**src/rtl/ecpr_pkg.sv**
```systemverilog
// Shared constants, types and helper functions for the clock page replacer.
package ecpr_pkg;

    localparam int NUM_FRAMES = 4;
    localparam int PAGE_BITS  = 16;

    localparam int IDX_W      = (NUM_FRAMES > 1) ? $clog2(NUM_FRAMES) : 1;
    localparam int CNT_W      = $clog2(NUM_FRAMES + 1);
    localparam int IN_PAGE_W  = 16;
    localparam int OUT_PAGE_W = 16;
    localparam int OUT_SLOT_W = 2;

    typedef logic [PAGE_BITS-1:0] t_page;
    typedef logic [IDX_W-1:0]     t_idx;
    typedef logic [CNT_W-1:0]     t_cnt;

    typedef enum logic [2:0] {
        ST_IDLE,
        ST_READ,
        ST_COMPARE,
        ST_SWEEP,
        ST_EVICT
    } t_state;

    typedef struct packed {
        logic cap;
        logic look_next;
        logic hit;
        logic fill;
        logic sweep_step;
        logic victim_rd;
        logic evict;
    } t_cmd;

    typedef struct packed {
        logic match;
        logic look_last;
        logic full;
        logic victim;
    } t_status;

    function automatic t_page to_page(input logic [IN_PAGE_W-1:0] value);
        logic [IN_PAGE_W+PAGE_BITS-1:0] wide;
        wide = {{PAGE_BITS{1'b0}}, value};
        return wide[PAGE_BITS-1:0];
    endfunction

    function automatic logic [OUT_PAGE_W-1:0] to_out_page(input t_page value);
        logic [OUT_PAGE_W+PAGE_BITS-1:0] wide;
        wide = {{OUT_PAGE_W{1'b0}}, value};
        return wide[OUT_PAGE_W-1:0];
    endfunction

    function automatic logic [OUT_SLOT_W-1:0] to_out_slot(input t_idx value);
        logic [OUT_SLOT_W+IDX_W-1:0] wide;
        wide = {{OUT_SLOT_W{1'b0}}, value};
        return wide[OUT_SLOT_W-1:0];
    endfunction

endpackage

```
**src/rtl/ecpr_ctrl.sv**
```systemverilog
// Sequencer for lookup, fill and victim search of the clock page replacer.
module ecpr_ctrl (
    input  logic             i_clk,
    input  logic             i_rst_n,
    input  logic             start,
    input  ecpr_pkg::t_status i_status,
    output ecpr_pkg::t_cmd   o_cmd,
    output logic             busy
);

    ecpr_pkg::t_state r_state;
    ecpr_pkg::t_state n_state;

    always_ff @(posedge i_clk) begin
        if (!i_rst_n) begin
            r_state <= ecpr_pkg::ST_IDLE;
        end else begin
            r_state <= n_state;
        end
    end

    always_comb begin
        n_state = r_state;
        o_cmd   = '0;
        unique case (r_state)
            ecpr_pkg::ST_IDLE: begin
                if (start) begin
                    o_cmd.cap = 1'b1;
                    n_state   = ecpr_pkg::ST_READ;
                end
            end
            ecpr_pkg::ST_READ: begin
                n_state = ecpr_pkg::ST_COMPARE;
            end
            ecpr_pkg::ST_COMPARE: begin
                if (i_status.match) begin
                    o_cmd.hit = 1'b1;
                    n_state   = ecpr_pkg::ST_IDLE;
                end else if (i_status.look_last) begin
                    if (!i_status.full) begin
                        o_cmd.fill = 1'b1;
                        n_state    = ecpr_pkg::ST_IDLE;
                    end else begin
                        n_state = ecpr_pkg::ST_SWEEP;
                    end
                end else begin
                    o_cmd.look_next = 1'b1;
                    n_state         = ecpr_pkg::ST_READ;
                end
            end
            ecpr_pkg::ST_SWEEP: begin
                if (i_status.victim) begin
                    o_cmd.victim_rd = 1'b1;
                    n_state         = ecpr_pkg::ST_EVICT;
                end else begin
                    o_cmd.sweep_step = 1'b1;
                end
            end
            ecpr_pkg::ST_EVICT: begin
                o_cmd.evict = 1'b1;
                n_state     = ecpr_pkg::ST_IDLE;
            end
            default: begin
                n_state = ecpr_pkg::ST_IDLE;
            end
        endcase
    end

    assign busy = (r_state != ecpr_pkg::ST_IDLE);

endmodule

```
**src/rtl/ecpr_datapath.sv**
```systemverilog
// Frame store, reference and modify bits, clock hand and result registers.
module ecpr_datapath (
    input  logic                              i_clk,
    input  logic                              i_rst_n,
    input  logic [ecpr_pkg::IN_PAGE_W-1:0]    i_page_id,
    input  ecpr_pkg::t_cmd                    i_cmd,
    output ecpr_pkg::t_status                 o_status,
    output logic                              o_done,
    output logic                              o_hit,
    output logic [ecpr_pkg::OUT_SLOT_W-1:0]   o_frame_slot,
    output logic                              o_evicted_valid,
    output logic [ecpr_pkg::OUT_PAGE_W-1:0]   o_evicted_page
);

    // Frame store: one write port, one registered read port.
    ecpr_pkg::t_page mem [ecpr_pkg::NUM_FRAMES];
    ecpr_pkg::t_page r_rd_data;

    ecpr_pkg::t_page                     r_page;
    logic [ecpr_pkg::NUM_FRAMES-1:0]     r_ref;
    logic [ecpr_pkg::NUM_FRAMES-1:0]     r_mod;
    ecpr_pkg::t_idx                      r_hand;
    ecpr_pkg::t_cnt                      r_filled;
    ecpr_pkg::t_idx                      r_idx;
    ecpr_pkg::t_idx                      r_sweep_cnt;
    logic                                r_phase;
    ecpr_pkg::t_idx                      r_slot;
    logic                                r_done;
    logic                                r_hit;
    logic                                r_ev_valid;
    logic [ecpr_pkg::OUT_PAGE_W-1:0]     r_ev_page;

    ecpr_pkg::t_idx  rd_addr;
    ecpr_pkg::t_idx  wr_addr;
    logic            wr_en;
    ecpr_pkg::t_idx  hand_next;
    ecpr_pkg::t_cnt  idx_ext;
    logic            hand_cond;

    assign rd_addr   = i_cmd.victim_rd ? r_hand : r_idx;
    assign wr_en     = i_cmd.fill | i_cmd.evict;
    assign wr_addr   = i_cmd.evict ? r_slot : r_filled[ecpr_pkg::IDX_W-1:0];
    assign hand_next = (r_hand == ecpr_pkg::IDX_W'(ecpr_pkg::NUM_FRAMES - 1))
                       ? '0 : r_hand + 1'b1;
    assign idx_ext   = ecpr_pkg::CNT_W'(r_idx);

    // The first sweep wants a clean unreferenced frame, the second a dirty one.
    assign hand_cond = !r_ref[r_hand] && (r_mod[r_hand] == r_phase);

    assign o_status.match     = (idx_ext < r_filled) && (r_rd_data == r_page);
    assign o_status.look_last = ((idx_ext + 1'b1) >= r_filled);
    assign o_status.full      = (r_filled == ecpr_pkg::CNT_W'(ecpr_pkg::NUM_FRAMES));
    assign o_status.victim    = hand_cond;

    always_ff @(posedge i_clk) begin
        if (wr_en) begin
            mem[wr_addr] <= r_page;
        end
        r_rd_data <= mem[rd_addr];
    end

    always_ff @(posedge i_clk) begin
        if (!i_rst_n) begin
            r_ref       <= '0;
            r_mod       <= '0;
            r_hand      <= '0;
            r_filled    <= '0;
            r_idx       <= '0;
            r_sweep_cnt <= '0;
            r_phase     <= 1'b0;
            r_done      <= 1'b0;
        end else begin
            r_done <= i_cmd.hit | i_cmd.fill | i_cmd.evict;
            if (i_cmd.cap) begin
                r_idx       <= '0;
                r_sweep_cnt <= '0;
                r_phase     <= 1'b0;
            end
            if (i_cmd.look_next) begin
                r_idx <= r_idx + 1'b1;
            end
            if (i_cmd.hit) begin
                r_ref[r_idx] <= 1'b1;
            end
            if (i_cmd.fill) begin
                r_ref[r_filled[ecpr_pkg::IDX_W-1:0]] <= 1'b1;
                r_mod[r_filled[ecpr_pkg::IDX_W-1:0]] <= 1'b0;
                r_filled <= r_filled + 1'b1;
            end
            if (i_cmd.sweep_step) begin
                r_hand <= hand_next;
                if (r_phase) begin
                    r_ref[r_hand] <= 1'b0;
                end
                if (r_sweep_cnt == ecpr_pkg::IDX_W'(ecpr_pkg::NUM_FRAMES - 1)) begin
                    r_sweep_cnt <= '0;
                    r_phase     <= ~r_phase;
                end else begin
                    r_sweep_cnt <= r_sweep_cnt + 1'b1;
                end
            end
            if (i_cmd.victim_rd) begin
                r_hand <= hand_next;
            end
            if (i_cmd.evict) begin
                r_ref[r_slot] <= 1'b1;
                r_mod[r_slot] <= 1'b1;
            end
        end
    end

    // Payload registers.
    always_ff @(posedge i_clk) begin
        if (i_cmd.cap) begin
            r_page <= ecpr_pkg::to_page(i_page_id);
        end
        if (i_cmd.hit) begin
            r_slot     <= r_idx;
            r_hit      <= 1'b1;
            r_ev_valid <= 1'b0;
            r_ev_page  <= '0;
        end
        if (i_cmd.fill) begin
            r_slot     <= r_filled[ecpr_pkg::IDX_W-1:0];
            r_hit      <= 1'b0;
            r_ev_valid <= 1'b0;
            r_ev_page  <= '0;
        end
        if (i_cmd.victim_rd) begin
            r_slot <= r_hand;
        end
        if (i_cmd.evict) begin
            r_hit      <= 1'b0;
            r_ev_valid <= 1'b1;
            r_ev_page  <= ecpr_pkg::to_out_page(r_rd_data);
        end
    end

    assign o_done          = r_done;
    assign o_hit           = r_hit;
    assign o_frame_slot    = ecpr_pkg::to_out_slot(r_slot);
    assign o_evicted_valid = r_ev_valid;
    assign o_evicted_page  = r_ev_page;

    // The fill count never passes the number of frames.
    a_filled_bound: assert property (@(posedge i_clk) disable iff (!i_rst_n)
        r_filled <= ecpr_pkg::CNT_W'(ecpr_pkg::NUM_FRAMES))
        else $error("fill count beyond frame count");

    // Victim search only runs with every frame filled.
    a_sweep_full: assert property (@(posedge i_clk) disable iff (!i_rst_n)
        (i_cmd.sweep_step || i_cmd.victim_rd) |-> o_status.full)
        else $error("victim search with free frames");

    // A page placed by an eviction is marked referenced and modified.
    a_evict_ref: assert property (@(posedge i_clk) disable iff (!i_rst_n)
        i_cmd.evict |=> r_ref[$past(r_slot)] && r_mod[$past(r_slot)])
        else $error("evicted frame not marked referenced and modified");

endmodule

```
**src/rtl/enhanced_clock_page_replacer_top.sv**
```systemverilog
// Top level of the enhanced second-chance clock page replacer.
//
// One page request is transferred at a rising edge where start is high and
// busy is low; i_page_id is sampled at that edge. busy stays high while the
// request is worked on and drops in the cycle that the result is shown.
// The result appears on o_hit, o_frame_slot, o_evicted_valid and
// o_evicted_page for exactly one cycle, marked by o_done, and is transferred
// at the edge ending that cycle. The receiver cannot stall, so no result is
// ever held back; a new request may be started while o_done is high.
// Sequence: the frame store has a registered read port, so the lookup reads
// and then compares each filled frame in turn, stopping at the first match,
// and still reads and compares frame zero when no frame is filled yet. A miss
// with a free frame finishes at the last compare. A miss with every frame
// filled then moves the clock hand one frame per step (at most three sweeps
// over all frames) and afterwards reads out and replaces the victim. The
// next request can be transferred at the edge that ends the result cycle.
// Reset (synchronous, active low) empties all frames, clears the reference
// and modify bits and parks the clock hand at frame zero; no clearing pass
// over the frame store is needed because unfilled frames are never compared.
module enhanced_clock_page_replacer_top (
    input  logic                            i_clk,
    input  logic                            i_rst_n,
    input  logic                            start,
    input  logic [ecpr_pkg::IN_PAGE_W-1:0]  i_page_id,
    output logic                            busy,
    output logic                            o_done,
    output logic                            o_hit,
    output logic [ecpr_pkg::OUT_SLOT_W-1:0] o_frame_slot,
    output logic                            o_evicted_valid,
    output logic [ecpr_pkg::OUT_PAGE_W-1:0] o_evicted_page
);

    ecpr_pkg::t_cmd    cmd;
    ecpr_pkg::t_status status;

    // The controller sequences lookup, fill and victim search.
    ecpr_ctrl u_ctrl (
        .i_clk    (i_clk),
        .i_rst_n  (i_rst_n),
        .start    (start),
        .i_status (status),
        .o_cmd    (cmd),
        .busy     (busy)
    );

    // The datapath holds the frames, their bits, the hand and the result.
    ecpr_datapath u_datapath (
        .i_clk           (i_clk),
        .i_rst_n         (i_rst_n),
        .i_page_id       (i_page_id),
        .i_cmd           (cmd),
        .o_status        (status),
        .o_done          (o_done),
        .o_hit           (o_hit),
        .o_frame_slot    (o_frame_slot),
        .o_evicted_valid (o_evicted_valid),
        .o_evicted_page  (o_evicted_page)
    );

    // A hit never evicts anything.
    a_hit_no_evict: assert property (@(posedge i_clk) disable iff (!i_rst_n)
        (o_done && o_hit) |-> !o_evicted_valid)
        else $error("hit reported with eviction");

    // Without an eviction the evicted page reads as zero.
    a_no_evict_zero: assert property (@(posedge i_clk) disable iff (!i_rst_n)
        (o_done && !o_evicted_valid) |-> (o_evicted_page == '0))
        else $error("evicted page nonzero without eviction");

    // A result only follows a cycle in which a request was in progress.
    a_done_after_busy: assert property (@(posedge i_clk) disable iff (!i_rst_n)
        o_done |-> $past(busy))
        else $error("result without a request in progress");

    // An accepted request raises busy in the next cycle.
    a_start_busy: assert property (@(posedge i_clk) disable iff (!i_rst_n)
        (start && !busy) |=> busy)
        else $error("accepted request did not raise busy");

endmodule
```
**config.mk**
```make
export PLATFORM = sky130hd
export DESIGN_NAME = enhanced_clock_page_replacer_top
export DESIGN_NICKNAME = d
export VERILOG_FILES = /design/src/rtl/ecpr_pkg.sv /design/src/rtl/ecpr_ctrl.sv /design/src/rtl/ecpr_datapath.sv /design/src/rtl/enhanced_clock_page_replacer_top.sv
export SDC_FILE = /design/constraint.sdc
export NUM_CORES = 1
export LEC_CHECK = 0
export BUFFER_PORTS_ARGS = -buffer_cell sky130_fd_sc_hd__buf_2
export CELL_PAD_IN_SITES_DETAIL_PLACEMENT = 0
export CELL_PAD_IN_SITES_GLOBAL_PLACEMENT = 1
export CORE_AREA = 3 3 89 154
export CTS_CLUSTER_SIZE = 24
export DETAILED_ROUTE_END_ITERATION = 8
export DIE_AREA = 0 0 92 157
export PLACE_DENSITY_LB_ADDON = 0.1
export RECOVER_POWER = 50
export SLEW_MARGIN = 20
export SYNTH_ARGS = -nofsm -noshare
export SYNTH_HDL_FRONTEND = slang
export SYNTH_SLANG_ARGS = --single-unit
```
**constraint.sdc**
```tcl
create_clock -name i_clk -period 7.05 [get_ports i_clk]
set_input_delay 0.3525 -clock i_clk [delete_from_list [all_inputs] [get_ports i_clk]]
set_output_delay 0.3525 -clock i_clk [all_outputs]
set_load 0.1 [all_outputs]
```
Word-level counts from Yosys, hierarchy flattened
Memory sizes are Yosys's and may differ from the RTL's. A register that Yosys moved wholly into a read port is not among the register bits.
Index checks and enable logic that the tools add are counted.
Word-level totals
  register bits after elaboration: 58
  latch bits: 0
  memory bits (writable): 64
  memory bits (read-only): 0
  bits of input ports: 19
  output and inout port bits: 22
  memories kept: 1
Memory list
  u_datapath.mem: depth 4, bits a word 16, rd ports 1, clocked after memory_dff 1, write ports 1, line ecpr_datapath.sv:16  | ecpr_pkg::t_page mem [ecpr_pkg::NUM_FRAMES];
Operators by class
  add/subtract/negate cells: 5
  multiply operators: 0
  div/mod/pow operators: 0
  magnitude comparators: 10
  equal/unequal tests: 11
  shifts and indexed selects: 0
  muxes and demuxes: 64
  bitwise logic cells: 12
  reduce and logical (&&, ||, !) cells: 17
Operators by type and width (count)
  2-to-1 mux 16 bit: 3
  2-to-1 mux 4 bit: 11
  2-to-1 mux 2 bit: 14
  2-to-1 mux 1 bit: 24
  equality test 16 bit: 1
  OR 4 bit: 4
  2-to-1 mux 3 bit: 5
  < comparator 2 x 3 -> 1 bit (second input constant): 4
  case mux 3 bit (4 select lines): 1
  nonzero test 3 bit: 3
  bitwise AND 4 bit: 2
  demux 1 bit (select 2 bit): 4
  greater-or-equal comparator 2 x 1 -> 1 bit (second input constant): 4
  NOT 4 bit: 2
  nonzero test 2 bit: 4
  adder 2 x 1 -> 2 bit (second input constant): 3
  equality test 3 x 2 -> 1 bit (second input constant): 2
  equality test 3 bit (second input constant): 2
  logical AND 1 bit: 6
  binary-select mux 1 bit (select 2 bit): 2
  equality test 2 bit (second input constant): 2
  adder 2 x 1 -> 3 bit (second input constant): 1
  adder 3 x 1 -> 3 bit (second input constant): 1
  equality test 3 x 1 -> 1 bit (second input constant): 1
  11 further kinds: 13

Depth between registers and ports, before layout
  word-level depth: 16
  gate-level depth with buffers: 10
  mapped depth without buffers: 9

Hierarchy
From an unflattened synthesis, not the netlist that was laid out.
Second synthesis, totals
  cell total of the unflattened synthesis: 346
  area, all modules: 5481.5 um^2
By module, submodules not included
  ecpr_datapath: instances 1, cells each 316, area each 5263.8 um^2, sequential area each 3683.5 um^2
  ecpr_ctrl: instances 1, cells each 30, area each 217.7 um^2, sequential area each 60.1 um^2

Worst setup path before layout
Ideal clock, no wire load.
  path type: flip-flop to flip-flop
  start: register u_datapath.r_idx[0]
  end: memory u_datapath.mem[0][0] (netlist bit) (enable)
  library setup time: 0.414 ns
  arrival time: 3.157 ns
  data required time: 6.636 ns
  setup slack: 3.478 ns
  cell stages (with the launch flop): 10
  buffers on the path: 1
  period minus slack after synthesis: 3.572 ns
  cells stage by stage: dfxtp_1 -> inv_1 -> ha_1 -> ha_1 -> a21boi_0 -> o21ai_0 -> a21oi_1 -> o21ai_0 -> clkbuf_1 -> o31ai_1
On the way
  longest elaborated chain between the ends: 8
RTL lines
  start: declaration: line ecpr_datapath.sv:24  | ecpr_pkg::t_idx r_idx;
  start signal: assignment: line ecpr_datapath.sv:80  | r_idx <= r_idx + 1'b1;
  adder 2 x 1 -> 3 bit: line ecpr_datapath.sv:51  | assign o_status.look_last = ((idx_ext + 1'b1) >= r_filled);
  greater-or-equal comparator 3 bit: line ecpr_datapath.sv:51
  2-to-1 mux 1 bit: line ecpr_ctrl.sv:39  | end else if (i_status.look_last) begin
  2-to-1 mux 1 bit (*): line ecpr_ctrl.sv:36  | if (i_status.match) begin
  2-to-1 mux 3 bit (*): line ecpr_ctrl.sv:25  | unique case (r_state)
  OR 1 bit (*): line ecpr_datapath.sv:41  | assign wr_en = i_cmd.fill | i_cmd.evict;
  2-to-1 mux 1 bit (*): line ecpr_datapath.sv:56  | if (wr_en) begin
  2-to-1 mux 1 bit (not written as such) (*): line ecpr_datapath.sv:57  | mem[wr_addr] <= r_page;
  end: declaration: line ecpr_datapath.sv:16
Every way passes the cells marked *; elsewhere a longest branch is shown, timed or not.

Final worst setup path
  start: register u_datapath.r_idx[0]
  end: register u_datapath.r_ev_page, in the netlist u_datapath.o_evicted_page[7] (enable)
On the way
  longest elaborated chain between the ends: 6
RTL lines
  adder 2 x 1 -> 3 bit: line ecpr_datapath.sv:51
  greater-or-equal comparator 3 bit: line ecpr_datapath.sv:51
  2-to-1 mux 1 bit: line ecpr_ctrl.sv:39
  2-to-1 mux 1 bit: line ecpr_ctrl.sv:36
  2-to-1 mux 3 bit (*): line ecpr_ctrl.sv:25
  nonzero test 3 bit (no line) (*)
  end signal: assignment: line ecpr_datapath.sv:135  | r_ev_page <= ecpr_pkg::to_out_page(r_rd_data);
  end: declaration: line ecpr_datapath.sv:31  | logic [ecpr_pkg::OUT_PAGE_W-1:0] r_ev_page;
Marked as above.
A chain may end at the register's enable or synchronous reset.

==> flow_summary.yaml <==
clocking:
  cts_resized: 0
  cts_tree: "done"
  numCtsBuffers: 17
  cts_hold_buf: 0
  path_clk_slew_ns: 0.06
  clk_latency_ns: 0.41
  cts_buffer_depth: 2
  cts_htree_levels: 4
  cts_root_buf: "clkbuf_16"
  clock-sinks: 138
  cts_setup_buffers: 0
synth:
  synth-main-ff-cell: "edfxtp_1"
  postSynthCellCount: 362
  async_flop_share: 0
  ys_warn_count: 0
  syn_area_mm2: 0.00557
  yosys-top-cells-area: "edfxtp_1 53%, dfxtp_1 14%, mux4_2 4.4%, ha_1 4.0%, mux4_1 2.8%"
  avgSynthCellArea_um2: 15.4
  yosysTopAreaCellShare: 0.529
  ys_seq_area_frac: 0.672
  synth_area_leader_cell: "edfxtp_1"
  synth_seq_cells: 138
  synth_nets: 399
  synth.distinct_cells: 50
  synth_edf_count: 98
routing:
  drtIter0Drc: 127
  first_pass_iters: 4
  drt-total-wl_mm: 12.0
  vias: 3060
  drc: 0
  vias_per_cell: 5.13
  wl_per_cell_um: 20.2
  ant_nets: 0
power:
  p_clk_frac: 0.474
  power.static_leakage_nw: 2.36
  p_int_w: 0.00149
  switchingPower_w: 0.000457
  power_density_mw_per_mm2: 297
  switching_share: 0.235
  p_comb_frac: 0.055
  total_power_w: 0.00194
  pwr-share-seq: 0.471
  irDropWorstVdd_v: 0.000182
worst_setup_path:
  worstSetupEndpointType: "flop"
  arrival_ns: 3.44
  crit_type: "flop to flop"
  r2r_end: "u_datapath.o_evicted_page[7]$_SDFFCE_PP0P_"
  critical_path_required_ns: 7.02
  max_stage_delay_ns: 0.56
  critical_path.cell_chain: "inv_1, ha_1, ha_1, a21boi_0, o21ai_0, and2_1, a21oi_1, o21ai_0, nand2_1"
  crit_fanout: 16
  r2r_setup_slack_ns: 3.57
  cpMaxStageDelayCell: "dfxtp_1"
  critPathLaunchType: "flop"
  worstRegToRegCells: 9
  worstReg2RegStart: "u_datapath.r_idx[0]$_SDFFE_PN0P_"
global_route:
  grt_usage: 0.176
  grt_start_max_net_pins: 26
  grt-ovfl-total: 0
  grt_pass1_wl_mm: 18.2
  grt_pass1_vias: 3184
  antenna_found_initial: 0
final_layout:
  syn_to_final_growth_pct: 17.3
  antennaDiodeCount: 0
  nFillCells: 1117
  drive_gt1_frac: 0.180
  post-route-util: 0.520
  multi_input_area_mm2: 0.00169
  regArea_mm2: 0.00374
  nets: 452
placed_design:
  dp_hpwl_mm: 8.35
  gp_congestion: 0.800
  portBuffers: 40
timing:
  finalHoldViolations: 0
  setup_viol: 0
  worst_slew_pin_slew_ns: 1.19
  fmax_mhz: 288
  finalCritPeriodShare: 0.493
  fin_setup_tns_ns: 0
  period_needed_ns: 3.48
  slew_headroom: 0.209
  finalMaxSlewViolations: 0
  skew_ns: 0.0168
  rsz0062_at_grt: "false"
worst_hold_path:
  hold_class: "input port to flop"
  hp-start: "i_page_id[2]"
  whs_path_depth: 1
  hold_end: "u_datapath.r_page[2]$_DFFE_PP_"
floorplanning:
  die_h_um: 157
  die_w_um: 92
  start_util: 0.443
  ioPinCount: 41
  fp-row-count: 54
  coreArea_mm2: 0.0126
  dieArea_mm2: 0.0144
job:
  drv_cap: 0
run_status:
  status: "finished clean"
-- layout by cell type, fill, tap and decap left out, types with 8 or more instances in the layout --
master / count
mux4_2: 11
and3_1: 18
inv_1: 18
xor2_1: 16
edfxtp_1: 98
ha_1: 18
nor2_1: 11
clkbuf_1: 23
buf_2: 19
o21ai_0: 8
clkbuf_16: 17
nand2_1: 18
dfxtp_1: 40
-- routing by layer --
| metal | global-route usage | wire length [um] | up-vias |
|---|---|---|---|
| met5 | 0 | 0 | - |
| met4 | 0.0723 | 204 | 0 |
| met3 | 0.0426 | 358 | 14 |
| met2 | 0.348 | 7000 | 53 |
| met1 | 0.171 | 4450 | 1514 |
| li1 | - | - | 1479 |
-- worst max-delay path by stage --
stage	from	end	depth (start not counted)	slack [ns]
6_report	u_datapath.r_idx[0]$_SDFFE_PN0P_	u_datapath.o_evicted_page[7]$_SDFFCE_PP0P_	9	3.57
5_1_grt	u_datapath.r_idx[0]$_SDFFE_PN0P_	u_datapath.o_evicted_page[7]$_SDFFCE_PP0P_	9	3.26
4_1_cts	u_datapath.r_idx[0]$_SDFFE_PN0P_	u_datapath.o_evicted_page[7]$_SDFFCE_PP0P_	9	3.51
3_5_place_dp	u_datapath.r_idx[0]$_SDFFE_PN0P_	u_datapath.o_evicted_page[12]$_SDFFCE_PP0P_	9	3.54
3_3_place_gp	u_datapath.r_idx[0]$_SDFFE_PN0P_	u_datapath.o_evicted_page[12]$_SDFFCE_PP0P_	9	3.63
2_1_floorplan	u_datapath.r_idx[0]$_SDFFE_PN0P_	u_datapath.mem[0][0]$_DFFE_PP_	9	3.48
-- cells by family (layout without fill, tap and decap cells) --
group                    count (synthesis)  count (layout)  synth area share
buffers and inverters                   29              95            0.0254
multiplexers                            24              24            0.0856
AND/OR/NAND/NOR                         87              87            0.0867
AO/OA/AOI/OAI                           48              48            0.0611
XOR/XNOR                                18              18            0.0283
adder cells (fa/ha/maj)                 18              18            0.0405
flip-flops                             138             138             0.672
-- synth_stat cells, types with 2 or more instances --
cell and count:
nor2_1 11, or2_2 4, nor3_1 4, ha_1 18
buf_6 2, a21boi_0 6, o21ai_0 8, a311oi_1 2
clkbuf_1 7, mux4_1 6, xnor2_1 2, or3b_2 2
mux4_2 11, or3_1 5, edfxtp_1 98, a21oi_1 6
nand3b_1 2, o21a_1 5, mux2i_1 6, nand2_1 18
a31o_2 2, o31ai_1 4, and3_1 18, nand3_1 6
nor4_1 4, dfxtp_1 40, o211ai_1 4, xor2_1 16
nor3b_1 3, and2_1 4, a31oi_1 2, inv_1 18
-- state kept, by name, summed over array words and instances, names as in the netlist, 2 cells and up --
register                   flops
u_datapath.mem                64
u_datapath.o_evicted_page     16
u_datapath.r_page             16
u_datapath.r_rd_data          16
u_datapath.r_mod               4
u_datapath.r_ref               4
u_ctrl.r_state                 3
u_datapath.r_filled            3
u_datapath.o_frame_slot        2
u_datapath.r_hand              2
u_datapath.r_idx               2
u_datapath.r_sweep_cnt         2
-- power groups by stage --
stage,Clock [W],Sequential [W],Combinational (W)
global placement,0,0.000931,0.000110
floorplan,0,0.000966,0.0000422
CTS,0.000940,0.000916,0.000111
global route,0.000971,0.000918,0.000113
finish,0.000921,0.000915,0.000107
detailed placement,0,0.000933,0.000111
-- through the flow --
stage               cell area, um2  setup WS [ns]  std cells  hold slack [ns]
floorplan                     5570           3.48        362            0.436
global placement              5950           3.63        564            0.461
detailed placement            5950           3.54        564            0.437
CTS                           6560           3.51        596           0.0886
global route                  6530           3.26        596           0.0873
finish                        6530           3.57        596            0.108
-- layout make-up --
cell class | count | share of cell area
multi-input cells | 195 | 0.258
flip-flops and latches | 138 | 0.573
clock inverters | 14 | 0.0284
well taps | 168 | 0.0322
repair buffers | 45 | 0.0318
inverters | 18 | 0.0103
clock buffers | 18 | 0.0657
-- worst max-delay path: cells and delay by family (launching register included) --
kind	cells	cell delay (ns)
DFF	1	0.56
and+or+nand+nor	2	0.79
adders and majority gates	2	0.66
AOI/OAI and AO/OA	4	0.80
buffers and inverters	1	0.21
No activity file was read; power rests on OpenSTA's default activity.
